[src/rtl/rpb_pkg.sv]
`default_nettype none

package rpb_pkg;

	// Opcodes carried with each pixel request
	localparam logic [2:0] OP_MULTIPLY  = 3'd0;
	localparam logic [2:0] OP_SUBTRACT  = 3'd1;
	localparam logic [2:0] OP_SCREEN    = 3'd2;
	localparam logic [2:0] OP_OVERLAY   = 3'd3;
	localparam logic [2:0] OP_ADD_GREEN = 3'd4;
	localparam logic [2:0] OP_SCALE_RED = 3'd5;
	localparam logic [2:0] OP_GREY      = 3'd6;

	// Configuration register indexes
	localparam logic [1:0] REG_GREEN_OFFSET = 2'd0;
	localparam logic [1:0] REG_RED_GAIN     = 2'd1;
	localparam logic [1:0] REG_GREY_SOURCE  = 2'd2;

	// Grey source codes
	localparam logic [1:0] GREY_BLUE  = 2'd0;
	localparam logic [1:0] GREY_GREEN = 2'd1;
	localparam logic [1:0] GREY_RED   = 2'd2;

	// Register reset values
	localparam logic [7:0] GREEN_OFFSET_RST = 8'd200;
	localparam logic [3:0] RED_GAIN_RST     = 4'd4;
	localparam logic [1:0] GREY_SOURCE_RST  = GREY_RED;

	localparam int NUM_CHAN = 3;

	// Per-channel work after operand selection
	typedef struct packed {
		logic [7:0] x;
		logic [7:0] y;
		logic       dbl;
		logic       inv;
		logic       use_prod;
		logic [7:0] direct;
	} chan_s1_t;

	// Per-channel work after the multiply
	typedef struct packed {
		logic [16:0] prod;
		logic        inv;
		logic        use_prod;
		logic [7:0]  direct;
	} chan_s2_t;

endpackage

`default_nettype wire

[src/rtl/rpb_ifs.sv]
`default_nettype none

// Pixel request channel into the blend unit
interface rpb_in_if;
	logic       valid;
	logic       ready;
	logic [2:0] opcode;
	logic [7:0] a_blue;
	logic [7:0] a_green;
	logic [7:0] a_red;
	logic [7:0] b_blue;
	logic [7:0] b_green;
	logic [7:0] b_red;

	modport source (output valid, opcode, a_blue, a_green, a_red, b_blue, b_green, b_red,
		input ready);
	modport sink (input valid, opcode, a_blue, a_green, a_red, b_blue, b_green, b_red,
		output ready);
endinterface

// Result pixel channel out of the blend unit
interface rpb_out_if;
	logic       valid;
	logic       ready;
	logic [7:0] out_blue;
	logic [7:0] out_green;
	logic [7:0] out_red;

	modport source (output valid, out_blue, out_green, out_red, input ready);
	modport sink (input valid, out_blue, out_green, out_red, output ready);
endinterface

// Configuration write channel
interface rpb_cfg_if;
	logic       valid;
	logic       ready;
	logic [1:0] index;
	logic [7:0] data;

	modport source (output valid, index, data, input ready);
	modport sink (input valid, index, data, output ready);
endinterface

`default_nettype wire

[src/rtl/rgb_pixel_blend_unit.sv]
`default_nettype none

// Per-pixel blend of two 8-bit BGR pixels (A on top, B below) under an opcode:
// multiply, subtract, screen, overlay, add green offset, scale red, grey extract.
// The unit is a three-stage pipeline that takes one pixel request per cycle unless
// stalled and returns results from the stage 3 register; stage 1 selects operands,
// stage 2 holds the 8x8 channel multiplies, stage 3 does the rounded divide by 255
// and drives the output register. Back pressure stalls each stage only when the
// stage after it is full, so bubbles are squeezed out and throughput stays at one
// pixel per cycle while the output is taken. Configuration writes are taken every
// cycle and should be made while no request is in flight.
module rgb_pixel_blend_unit (
	input  wire       clk,
	input  wire       arst_n,
	rpb_cfg_if.sink   cfg,
	rpb_in_if.sink    pix_in,
	rpb_out_if.source pix_out
);

	localparam int NC = rpb_pkg::NUM_CHAN;

	// Configuration registers
	logic [7:0] green_offset_q;
	logic [3:0] red_gain_q;
	logic [1:0] grey_source_q;

	// Pipeline valid bits and payload
	logic v_s1, v_s2, v_s3;
	rpb_pkg::chan_s1_t ch_s1 [NC];
	rpb_pkg::chan_s2_t ch_s2 [NC];
	logic [7:0] pix_s3 [NC];

	// Stage enables
	logic en1, en2, en3;

	// Stage 1 inputs
	logic [7:0] a [NC];
	logic [7:0] b [NC];
	rpb_pkg::chan_s1_t ch_d1 [NC];
	logic [8:0]  green_sum;
	logic [11:0] red_prod;
	logic [7:0]  green_sat;
	logic [7:0]  red_sat;
	logic [7:0]  grey_val;

	// Stage 3 inputs
	logic [7:0] pix_d3 [NC];

	// Advance a stage when it is empty or the next one moves
	assign en3 = !v_s3 || pix_out.ready;
	assign en2 = !v_s2 || en3;
	assign en1 = !v_s1 || en2;
	assign pix_in.ready = en1;
	assign cfg.ready = 1'b1;

	// Write configuration registers, ignore unknown indexes
	always_ff @(posedge clk or negedge arst_n) begin
		if (!arst_n) begin
			green_offset_q <= rpb_pkg::GREEN_OFFSET_RST;
			red_gain_q     <= rpb_pkg::RED_GAIN_RST;
			grey_source_q  <= rpb_pkg::GREY_SOURCE_RST;
		end else if (cfg.valid) begin
			case (cfg.index)
				rpb_pkg::REG_GREEN_OFFSET: green_offset_q <= cfg.data;
				rpb_pkg::REG_RED_GAIN:     red_gain_q     <= cfg.data[3:0];
				rpb_pkg::REG_GREY_SOURCE:  grey_source_q  <= cfg.data[1:0];
				default: ;
			endcase
		end
	end

	assign a[0] = pix_in.a_blue;
	assign a[1] = pix_in.a_green;
	assign a[2] = pix_in.a_red;
	assign b[0] = pix_in.b_blue;
	assign b[1] = pix_in.b_green;
	assign b[2] = pix_in.b_red;

	// Saturating green add, red gain and grey pick
	assign green_sum = {1'b0, pix_in.a_green} + {1'b0, green_offset_q};
	assign green_sat = green_sum[8] ? 8'hFF : green_sum[7:0];
	assign red_prod  = {4'd0, pix_in.a_red} * {8'd0, red_gain_q};
	assign red_sat   = (red_prod[11:8] != 4'd0) ? 8'hFF : red_prod[7:0];

	always_comb begin
		case (grey_source_q)
			rpb_pkg::GREY_RED:   grey_val = pix_in.a_red;
			rpb_pkg::GREY_GREEN: grey_val = pix_in.a_green;
			default:             grey_val = pix_in.a_blue;
		endcase
	end

	// Select multiplier operands or a direct result per channel
	always_comb begin
		for (int k = 0; k < NC; k++) begin
			ch_d1[k] = '0;
			case (pix_in.opcode)
				rpb_pkg::OP_MULTIPLY: begin
					ch_d1[k].x        = a[k];
					ch_d1[k].y        = b[k];
					ch_d1[k].use_prod = 1'b1;
				end
				rpb_pkg::OP_SUBTRACT: begin
					ch_d1[k].direct = (b[k] >= a[k]) ? (b[k] - a[k]) : 8'd0;
				end
				rpb_pkg::OP_SCREEN: begin
					ch_d1[k].x        = ~a[k];
					ch_d1[k].y        = ~b[k];
					ch_d1[k].inv      = 1'b1;
					ch_d1[k].use_prod = 1'b1;
				end
				rpb_pkg::OP_OVERLAY: begin
					ch_d1[k].x        = b[k][7] ? ~a[k] : a[k];
					ch_d1[k].y        = b[k][7] ? ~b[k] : b[k];
					ch_d1[k].dbl      = 1'b1;
					ch_d1[k].inv      = b[k][7];
					ch_d1[k].use_prod = 1'b1;
				end
				rpb_pkg::OP_ADD_GREEN: begin
					ch_d1[k].direct = (k == 1) ? green_sat : a[k];
				end
				rpb_pkg::OP_SCALE_RED: begin
					ch_d1[k].direct = (k == 2) ? red_sat : ((k == 1) ? a[k] : 8'd0);
				end
				rpb_pkg::OP_GREY: begin
					ch_d1[k].direct = grey_val;
				end
				default: ;
			endcase
		end
	end

	// Stage valid bits
	always_ff @(posedge clk or negedge arst_n) begin
		if (!arst_n) begin
			v_s1 <= 1'b0;
			v_s2 <= 1'b0;
			v_s3 <= 1'b0;
		end else begin
			if (en1) v_s1 <= pix_in.valid;
			if (en2) v_s2 <= v_s1;
			if (en3) v_s3 <= v_s2;
		end
	end

	// Stage 1 register
	always_ff @(posedge clk) begin
		if (en1 && pix_in.valid) begin
			for (int k = 0; k < NC; k++) ch_s1[k] <= ch_d1[k];
		end
	end

	// Stage 2: multiply, doubled for overlay
	always_ff @(posedge clk) begin
		if (en2 && v_s1) begin
			for (int k = 0; k < NC; k++) begin
				ch_s2[k].prod     <= ({9'd0, ch_s1[k].x} * {9'd0, ch_s1[k].y}) << ch_s1[k].dbl;
				ch_s2[k].inv      <= ch_s1[k].inv;
				ch_s2[k].use_prod <= ch_s1[k].use_prod;
				ch_s2[k].direct   <= ch_s1[k].direct;
			end
		end
	end

	// Stage 3: round(p/255) = floor((p+127)/255) by shift and correction
	always_comb begin
		logic [16:0] m;
		logic [8:0]  q0;
		logic [9:0]  r;
		logic [8:0]  q;
		for (int k = 0; k < NC; k++) begin
			m  = ch_s2[k].prod + 17'd127;
			q0 = m[16:8];
			r  = {2'd0, m[7:0]} + {1'b0, q0};
			if (r >= 10'd510)
				q = q0 + 9'd2;
			else if (r >= 10'd255)
				q = q0 + 9'd1;
			else
				q = q0;
			if (!ch_s2[k].use_prod)
				pix_d3[k] = ch_s2[k].direct;
			else if (ch_s2[k].inv)
				pix_d3[k] = 8'hFF - q[7:0];
			else
				pix_d3[k] = q[7:0];
		end
	end

	// Output register
	always_ff @(posedge clk) begin
		if (en3 && v_s2) begin
			for (int k = 0; k < NC; k++) pix_s3[k] <= pix_d3[k];
		end
	end

	assign pix_out.valid     = v_s3;
	assign pix_out.out_blue  = pix_s3[0];
	assign pix_out.out_green = pix_s3[1];
	assign pix_out.out_red   = pix_s3[2];

`ifndef ASSERT_OFF
	// An accepted request always lands in stage 1
	a_in_lands: assert property (@(posedge clk) disable iff (!arst_n)
		pix_in.valid && pix_in.ready |=> v_s1)
		else $error("accepted request did not reach stage 1");

	// A full stage 1 only takes a request when it drains
	a_no_overwrite: assert property (@(posedge clk) disable iff (!arst_n)
		pix_in.valid && pix_in.ready && v_s1 |-> en2)
		else $error("stage 1 overwritten");

	// Stage 2 moving forward fills the output register
	a_s2_to_s3: assert property (@(posedge clk) disable iff (!arst_n)
		v_s2 && en3 |=> v_s3)
		else $error("stage 2 item lost");

	// A stalled result stays valid
	a_hold_out: assert property (@(posedge clk) disable iff (!arst_n)
		v_s3 && !pix_out.ready |=> v_s3)
		else $error("stalled result dropped");

	// Red gain write takes the low four data bits
	a_gain_write: assert property (@(posedge clk) disable iff (!arst_n)
		cfg.valid && cfg.index == rpb_pkg::REG_RED_GAIN |=> red_gain_q == $past(cfg.data[3:0]))
		else $error("red gain write lost");
`endif

endmodule

`default_nettype wire

[src/flat_wrapper.sv]
// flat-port wrapper written by rule: the top's interface ports become plain ports
module rgb_pixel_blend_unit_flat 
  (clk, arst_n, cfg_valid, cfg_index, cfg_data, cfg_ready, pix_in_valid, pix_in_opcode, pix_in_a_blue, pix_in_a_green, pix_in_a_red, pix_in_b_blue, pix_in_b_green, pix_in_b_red, pix_in_ready, pix_out_valid, pix_out_out_blue, pix_out_out_green, pix_out_out_red, pix_out_ready);
  rpb_cfg_if cfg_i ();
  rpb_in_if pix_in_i ();
  rpb_out_if pix_out_i ();
  input  wire clk;
  input  wire arst_n;
  input wire logic [$bits(cfg_i.valid)-1:0] cfg_valid;
  input wire logic [$bits(cfg_i.index)-1:0] cfg_index;
  input wire logic [$bits(cfg_i.data)-1:0] cfg_data;
  output wire logic [$bits(cfg_i.ready)-1:0] cfg_ready;
  input wire logic [$bits(pix_in_i.valid)-1:0] pix_in_valid;
  input wire logic [$bits(pix_in_i.opcode)-1:0] pix_in_opcode;
  input wire logic [$bits(pix_in_i.a_blue)-1:0] pix_in_a_blue;
  input wire logic [$bits(pix_in_i.a_green)-1:0] pix_in_a_green;
  input wire logic [$bits(pix_in_i.a_red)-1:0] pix_in_a_red;
  input wire logic [$bits(pix_in_i.b_blue)-1:0] pix_in_b_blue;
  input wire logic [$bits(pix_in_i.b_green)-1:0] pix_in_b_green;
  input wire logic [$bits(pix_in_i.b_red)-1:0] pix_in_b_red;
  output wire logic [$bits(pix_in_i.ready)-1:0] pix_in_ready;
  output wire logic [$bits(pix_out_i.valid)-1:0] pix_out_valid;
  output wire logic [$bits(pix_out_i.out_blue)-1:0] pix_out_out_blue;
  output wire logic [$bits(pix_out_i.out_green)-1:0] pix_out_out_green;
  output wire logic [$bits(pix_out_i.out_red)-1:0] pix_out_out_red;
  input wire logic [$bits(pix_out_i.ready)-1:0] pix_out_ready;
  assign cfg_i.valid = cfg_valid;
  assign cfg_i.index = cfg_index;
  assign cfg_i.data = cfg_data;
  assign cfg_ready = cfg_i.ready;
  assign pix_in_i.valid = pix_in_valid;
  assign pix_in_i.opcode = pix_in_opcode;
  assign pix_in_i.a_blue = pix_in_a_blue;
  assign pix_in_i.a_green = pix_in_a_green;
  assign pix_in_i.a_red = pix_in_a_red;
  assign pix_in_i.b_blue = pix_in_b_blue;
  assign pix_in_i.b_green = pix_in_b_green;
  assign pix_in_i.b_red = pix_in_b_red;
  assign pix_in_ready = pix_in_i.ready;
  assign pix_out_valid = pix_out_i.valid;
  assign pix_out_out_blue = pix_out_i.out_blue;
  assign pix_out_out_green = pix_out_i.out_green;
  assign pix_out_out_red = pix_out_i.out_red;
  assign pix_out_i.ready = pix_out_ready;
  rgb_pixel_blend_unit u_core (.clk(clk), .arst_n(arst_n), .cfg(cfg_i), .pix_in(pix_in_i), .pix_out(pix_out_i));
endmodule
[config.mk]
export PLATFORM = sky130hd
export DESIGN_NAME = rgb_pixel_blend_unit_flat
export DESIGN_NICKNAME = d
export VERILOG_FILES = /design/src/rtl/rpb_pkg.sv /design/src/rtl/rpb_ifs.sv /design/src/rtl/rgb_pixel_blend_unit.sv /design/src/flat_wrapper.sv
export SDC_FILE = /design/constraint.sdc
export NUM_CORES = 1
export LEC_CHECK = 0
export BUFFER_PORTS_ARGS = -buffer_cell sky130_fd_sc_hd__buf_2
export CAP_MARGIN = 20
export CORE_MARGIN = 1
export CORE_UTILIZATION = 55
export DETAILED_ROUTE_END_ITERATION = 8
export GPL_ROUTABILITY_DRIVEN = 0
export PLACE_DENSITY_LB_ADDON = 0.15
export SLEW_MARGIN = 0
export SYNTH_ARGS = -nofsm -noshare
export SYNTH_HDL_FRONTEND = slang
export SYNTH_SLANG_ARGS = --single-unit
[constraint.sdc]
create_clock -name clk -period 12.2 [get_ports clk]
set_input_delay 1.22 -clock clk [delete_from_list [all_inputs] [get_ports clk]]
set_output_delay 1.22 -clock clk [all_outputs]
set_load 0.05 [all_outputs]
# --- Word level (Yosys, flattened, before mapping) ---
# Memories as Yosys holds them, arrays and structs flattened.
# Cells that the tools add are included.
word_totals:
  inputBits: 66
  latchBits: 0
  out_inout_bits: 27
  ff_bits: 17
  mem_bits_ro: 0
  ram_bits: 186
  mem_count: 3
mem_list:
  columns: ["name", "depth", "word_bits", "rd", "rd_ports_with_merged_regs", "write_ports", "line", "source"]
  rows:
  - ["u_core.ch_s1", 3, 27, 3, 0, 3, "rgb_pixel_blend_unit.sv:29", "rpb_pkg::chan_s1_t ch_s1 [NC];"]
  - ["u_core.ch_s2", 3, 27, 3, 0, 3, "rgb_pixel_blend_unit.sv:30", "rpb_pkg::chan_s2_t ch_s2 [NC];"]
  - ["u_core.pix_s3", 3, 8, 3, 0, 3, "rgb_pixel_blend_unit.sv:31", "logic [7:0] pix_s3 [NC];"]
classes:
  order_cmp: 9
  n_div: 0
  muxes: 41
  shift: 3
  n_addsub: 19
  bitwise_logic: 6
  n_reduce_logical: 16
  n_mul: 4
  eq_ne: 10
ops:
  columns: ["op", "count"]
  rows:
  - ["8-bit two-way mux", 23]
  - ["16-bit case mux with 3 select lines", 3]
  - ["8-bit case mux with 4 select lines", 2]
  - ["17-bit by 7-bit adder with 17-bit output, second input constant", 3]
  - ["16-bit by 1-bit left shift with 17-bit output", 3]
  - ["8-bit by 8-bit multiplier with 16-bit output", 3]
  - ["8-bit inverter", 6]
  - ["8-bit by 9-bit adder with 10-bit output", 3]
  - ["10-bit by 8-bit greater-or-equal comparator with 1-bit output, second input constant", 3]
  - ["10-bit by 9-bit greater-or-equal comparator with 1-bit output, second input constant", 3]
  - ["8-bit by 1-bit adder with 8-bit output, second input constant", 3]
  - ["8-bit by 2-bit adder with 8-bit output, second input constant", 3]
  - ["8-bit greater-or-equal comparator", 3]
  - ["8-bit case mux with 3 select lines", 1]
  - ["8-bit subtractor", 3]
  - ["8-bit subtractor, first input constant", 3]
  - ["8-bit case mux with 2 select lines", 1]
  - ["8-bit by 4-bit multiplier with 12-bit output", 1]
  - ["8-bit by 8-bit adder with 9-bit output", 1]
  - ["3-bit == test, second input constant", 3]
  - ["1-bit two-way mux", 8]
  - ["3-bit by 2-bit == test with 1-bit output, second input constant", 2]
  - ["1-bit case mux with 2 select lines", 3]
  - ["2-bit AND reduction", 3]
  - ["other kinds (10)", 18]

# --- Depth between registers and ports, before layout ---
# An unclocked memory read counts as a cell.
logic_depth:
  word_depth: 9
  ltp_mapped: 21
  mapped_depth_nobuf: 21

# --- Least setup slack after synthesis ---
# No wires, ideal clock.
synth_path:
  path_type: "register -> register"
  start: "mem u_core.ch_s2[0][14] (netlist name)"
  end: "mem u_core.pix_s3[0][6], data pin"
  path_buffers: 0
  arrival_ns: 4.542
  synth_period_minus_slack_ns: 4.812
  path_slack_ns: 7.388
  required_ns: 11.930
  setup_ns: 0.270
  stages_incl_launch_ff: 17
  cell_sequence: "edfxtp_1 -> nor4_4 -> a21oi_1 -> and3_1 -> xor2_1 -> ha_1 -> a21o_1 -> a21oi_1 -> a21boi_0 -> o21ai_0 -> a21boi_1 -> or4b_1 -> or3_1 -> or4_4 -> a311oi_2 -> xnor2_1 -> a21oi_1"
synth_lines:
  columns: ["element", "line"]
  rows:
  - ["start, declared", "rgb_pixel_blend_unit.sv:30"]
  - ["end, declared", "rgb_pixel_blend_unit.sv:31"]

==> flow_summary.ini <==
[outcome]
status = finished, final reports clean

[power_and_ir_drop]
ir_drop_v = 0.000137
swShare_pct = 44.9
pwr-share-clk_pct = 14.8
p_leak_nw = 9.75
powerDensity_nw_per_um2 = 185
power_mw = 3.96
internal_power_mw = 2.18
p_seq_share_pct = 26.6
power_switching_mw = 1.78
combPwrFrac_pct = 58.6

[critical_path]
cp_max_fo = 6
path_buf_inv = 1
cp_slowest_cell = or4b_1
crit_family = simple AND/OR/NAND/NOR gates
crit_chain = inv_1 > ha_1 > nor2b_1 > a21oi_1 > and3_1 > xor2_1 > ha_1 > a21o_1 > a21oi_1 > a21boi_0 > o21ai_0 > a21boi_1 > or4b_1 > or3_1 > or4_4 > a311oi_2 > xnor2_1 > a21oi_1
cp-start-kind = flip-flop
cpPeakStageDelay_ns = 0.56
critPathKind = reg -> reg
cp-end-kind = flip-flop
critPathLaunch = u_core.ch_s2[0][10]
r2r-start = u_core.ch_s2[0][10]
cp.required_ns = 12.39
critical_path_arrival_ns = 5.69
crit_path_frequent_cell = a21oi_1

[final_layout]
fin_cells = 2686
fillers = 3058
fin_util_pct = 60.2
nets = 2590
layout-drive-gt1-share_pct = 9.03
diodes = 0
fin_area_um2 = 21400
areaGrowthSynthToFinish_pct = 7.63

[clocking]
hold_buffers = 0
htree_levels = 4
path_clk_slew_ns = 0.09
cts_inserted_buffers = 17
cts_resized = 0
clk_latency_ns = 0.46
clock_path_buffers = 2
cts.sinks = 197
root_buffer = clkbuf_16
tritoncts = yes
post_cts_buffers = 0

[drt]
routedWlPerCell_um = 16.8
dr_total_vias = 15268
via_per_inst = 5.68
first_pass_iters = 5
drc = 0
wirelength_um = 45100
ant_nets = 0
first_iter_violations = 1016

[sta]
finalHoldViolCount = 0
finalSetupTns_ns = 0
post-route-period-util_pct = 45.0
slew_violations = 0
rsz0062_at_grt = false
fin_worst_skew_ns = 0.0147
whs_ns = 0.441
finalCriticalPeriod_ns = 5.50
layout_setup_ws_ns = 6.70
worstMarginPinSlew_ns = 0.978
setup_viol = 0
max_freq_ghz = 0.182
max_slew_margin_pct = 34.8

[global_routing]
grt_pass1_vias = 14810
antenna_found_initial = 1
grt-ovfl-total = 0
grt_pass1_wl_um = 73300
grtUsageTotal_pct = 25.3
grt_max_degree = 78

[synth]
ys_async_sr_fraction_pct = 8.63
synthFlopType = edfxtp_1
synth.avg_cell_area_um2 = 9.26
postSynthNetCount = 2527
synth-edff-count = 180
netlist_area_um2 = 19900
yosysSeqAreaShare_pct = 29.3
synth_warnings = 0
syn_inst = 2149
ys_types = 83
ys_seq_elements = 197

[placement]
dp_hpwl_um = 36200
place_area_um2 = 20700
port_buffers = 91
pre_cts_ws_ns = 6.74
dpl.cell_count = 2649

[floorplanning]
top_level_ports = 93
die_area_um2 = 37000
rows = 69
core_um2 = 35600
start_util_pct = 56.0
die_w_um = 192
die_h_um = 192

[run]
max-cap-violations = 0

[worst_hold_path]
min-delay-start = u_core.ch_s1[0][5]
min_path_type = reg -> reg
-- cells in the final DEF (no fill, tap or decap), types with 14 or more instances in the layout --
master and instances:
nand2_1 231, xnor2_1 104, a21o_1 39, nor2b_1 17
nand2b_1 16, nand3_1 36, a221oi_1 16, nor2_1 165
ha_1 188, buf_2 93, fa_1 124, and3_1 15
clkbuf_16 17, edfxtp_1 180, and2_1 106, a211oi_1 20
a21oi_1 129, or3_1 14, mux2_2 37, o21ai_0 86
inv_1 275, xor2_1 62, nor3_1 27
-- state kept, by name, indices dropped and copies added (netlist names) --
register / count
u_core.green_offset_q: 8
u_core.v_s1: 1
u_core.v_s2: 1
u_core.grey_source_q: 2
u_core.red_gain_q: 4
u_core.pix_s3: 24
u_core.pix_out.valid: 1
u_core.ch_s2: 79
u_core.ch_s1: 77
-- cell families after synthesis --
family / count (synthesis) / synth area share [%]
xor gates and xnor gates: 168 / 7.47
adders and majority gates: 313 / 24.3
buffers and inverters: 336 / 6.46
other: 1 / 0.0188
AOI/OAI and AO/OA: 413 / 13.6
DFF: 197 / 29.3
and+or+nand+nor: 671 / 16.1
muxes: 50 / 2.75
-- per-layer routing --
metal | track usage (%) | part of all wire, % | wire length (um) | up-vias
li1 | - | - | - | 7490
met1 | 35.3 | 47 | 21200 | 7233
met2 | 39.9 | 45 | 20300 | 471
met3 | 3.89 | 5.7 | 2550 | 74
met4 | 8.60 | 2.4 | 1090 | 0
met5 | 0 | 0 | 0 | -
-- synthesized netlist by cell type, types with 12 or more instances --
| master | number | area share, % |
|---|---|---|
| nor3_1 | 27 | 0.68 |
| nor2_1 | 165 | 3.1 |
| fa_1 | 124 | 12 |
| nor2b_1 | 17 | 0.53 |
| mux2_2 | 37 | 2.1 |
| nand2b_1 | 16 | 0.50 |
| xnor2_1 | 104 | 4.6 |
| a211o_1 | 12 | 0.53 |
| or3_1 | 14 | 0.44 |
| a221oi_1 | 16 | 0.70 |
| edfxtp_1 | 180 | 27 |
| nand2_1 | 231 | 4.4 |
| dfrtp_1 | 12 | 1.5 |
| nand3_1 | 36 | 0.91 |
| xor2_1 | 62 | 2.7 |
| clkbuf_1 | 44 | 0.83 |
| a21o_1 | 39 | 1.5 |
| and3_1 | 15 | 0.47 |
| and2_1 | 108 | 3.4 |
| mux2i_1 | 13 | 0.65 |
| ha_1 | 188 | 12 |
| o21ai_0 | 86 | 2.2 |
| inv_1 | 275 | 5.2 |
| a21oi_1 | 129 | 3.2 |
| a211oi_1 | 20 | 0.75 |
-- power by group through the flow --
stage	Combinational [mW]	Sequential [mW]	Clock, mW
3_3_place_gp	2.24	1.06	0
6_report	2.32	1.05	0.585
2_1_floorplan	1.78	1.10	0
5_1_grt	2.62	1.07	0.621
3_5_place_dp	2.29	1.07	0
4_1_cts	2.32	1.05	0.595
-- cell type report --
cell class / instances / area (um2) / area share, %
Multi-Input combinational cell: 1616 / 12800 / 59.7
Inverter: 277 / 1040 / 4.85
Clock inverter: 15 / 216 / 1.01
Sequential cell: 197 / 5840 / 27.2
Tap cell: 461 / 577 / 2.69
Timing Repair Buffer: 103 / 541 / 2.52
Clock buffer: 17 / 425 / 1.99
-- path summary, 6_finish.rpt --
check                                           end  slack [ns]  depth (start not counted)
setup / recovery                u_core.pix_s3[0][6]        6.70                         18
hold / removal                   u_core.ch_s2[0][5]        0.44                          0
setup reg to reg                u_core.pix_s3[0][6]        6.70                         18
hold reg to reg                  u_core.ch_s2[0][5]        0.44                          0
max in group asynchronous   u_core.grey_source_q[1]       11.22                          1
min in group asynchronous  u_core.green_offset_q[5]        0.66                          1
Note: power is estimated with default switching activity, not from simulation.
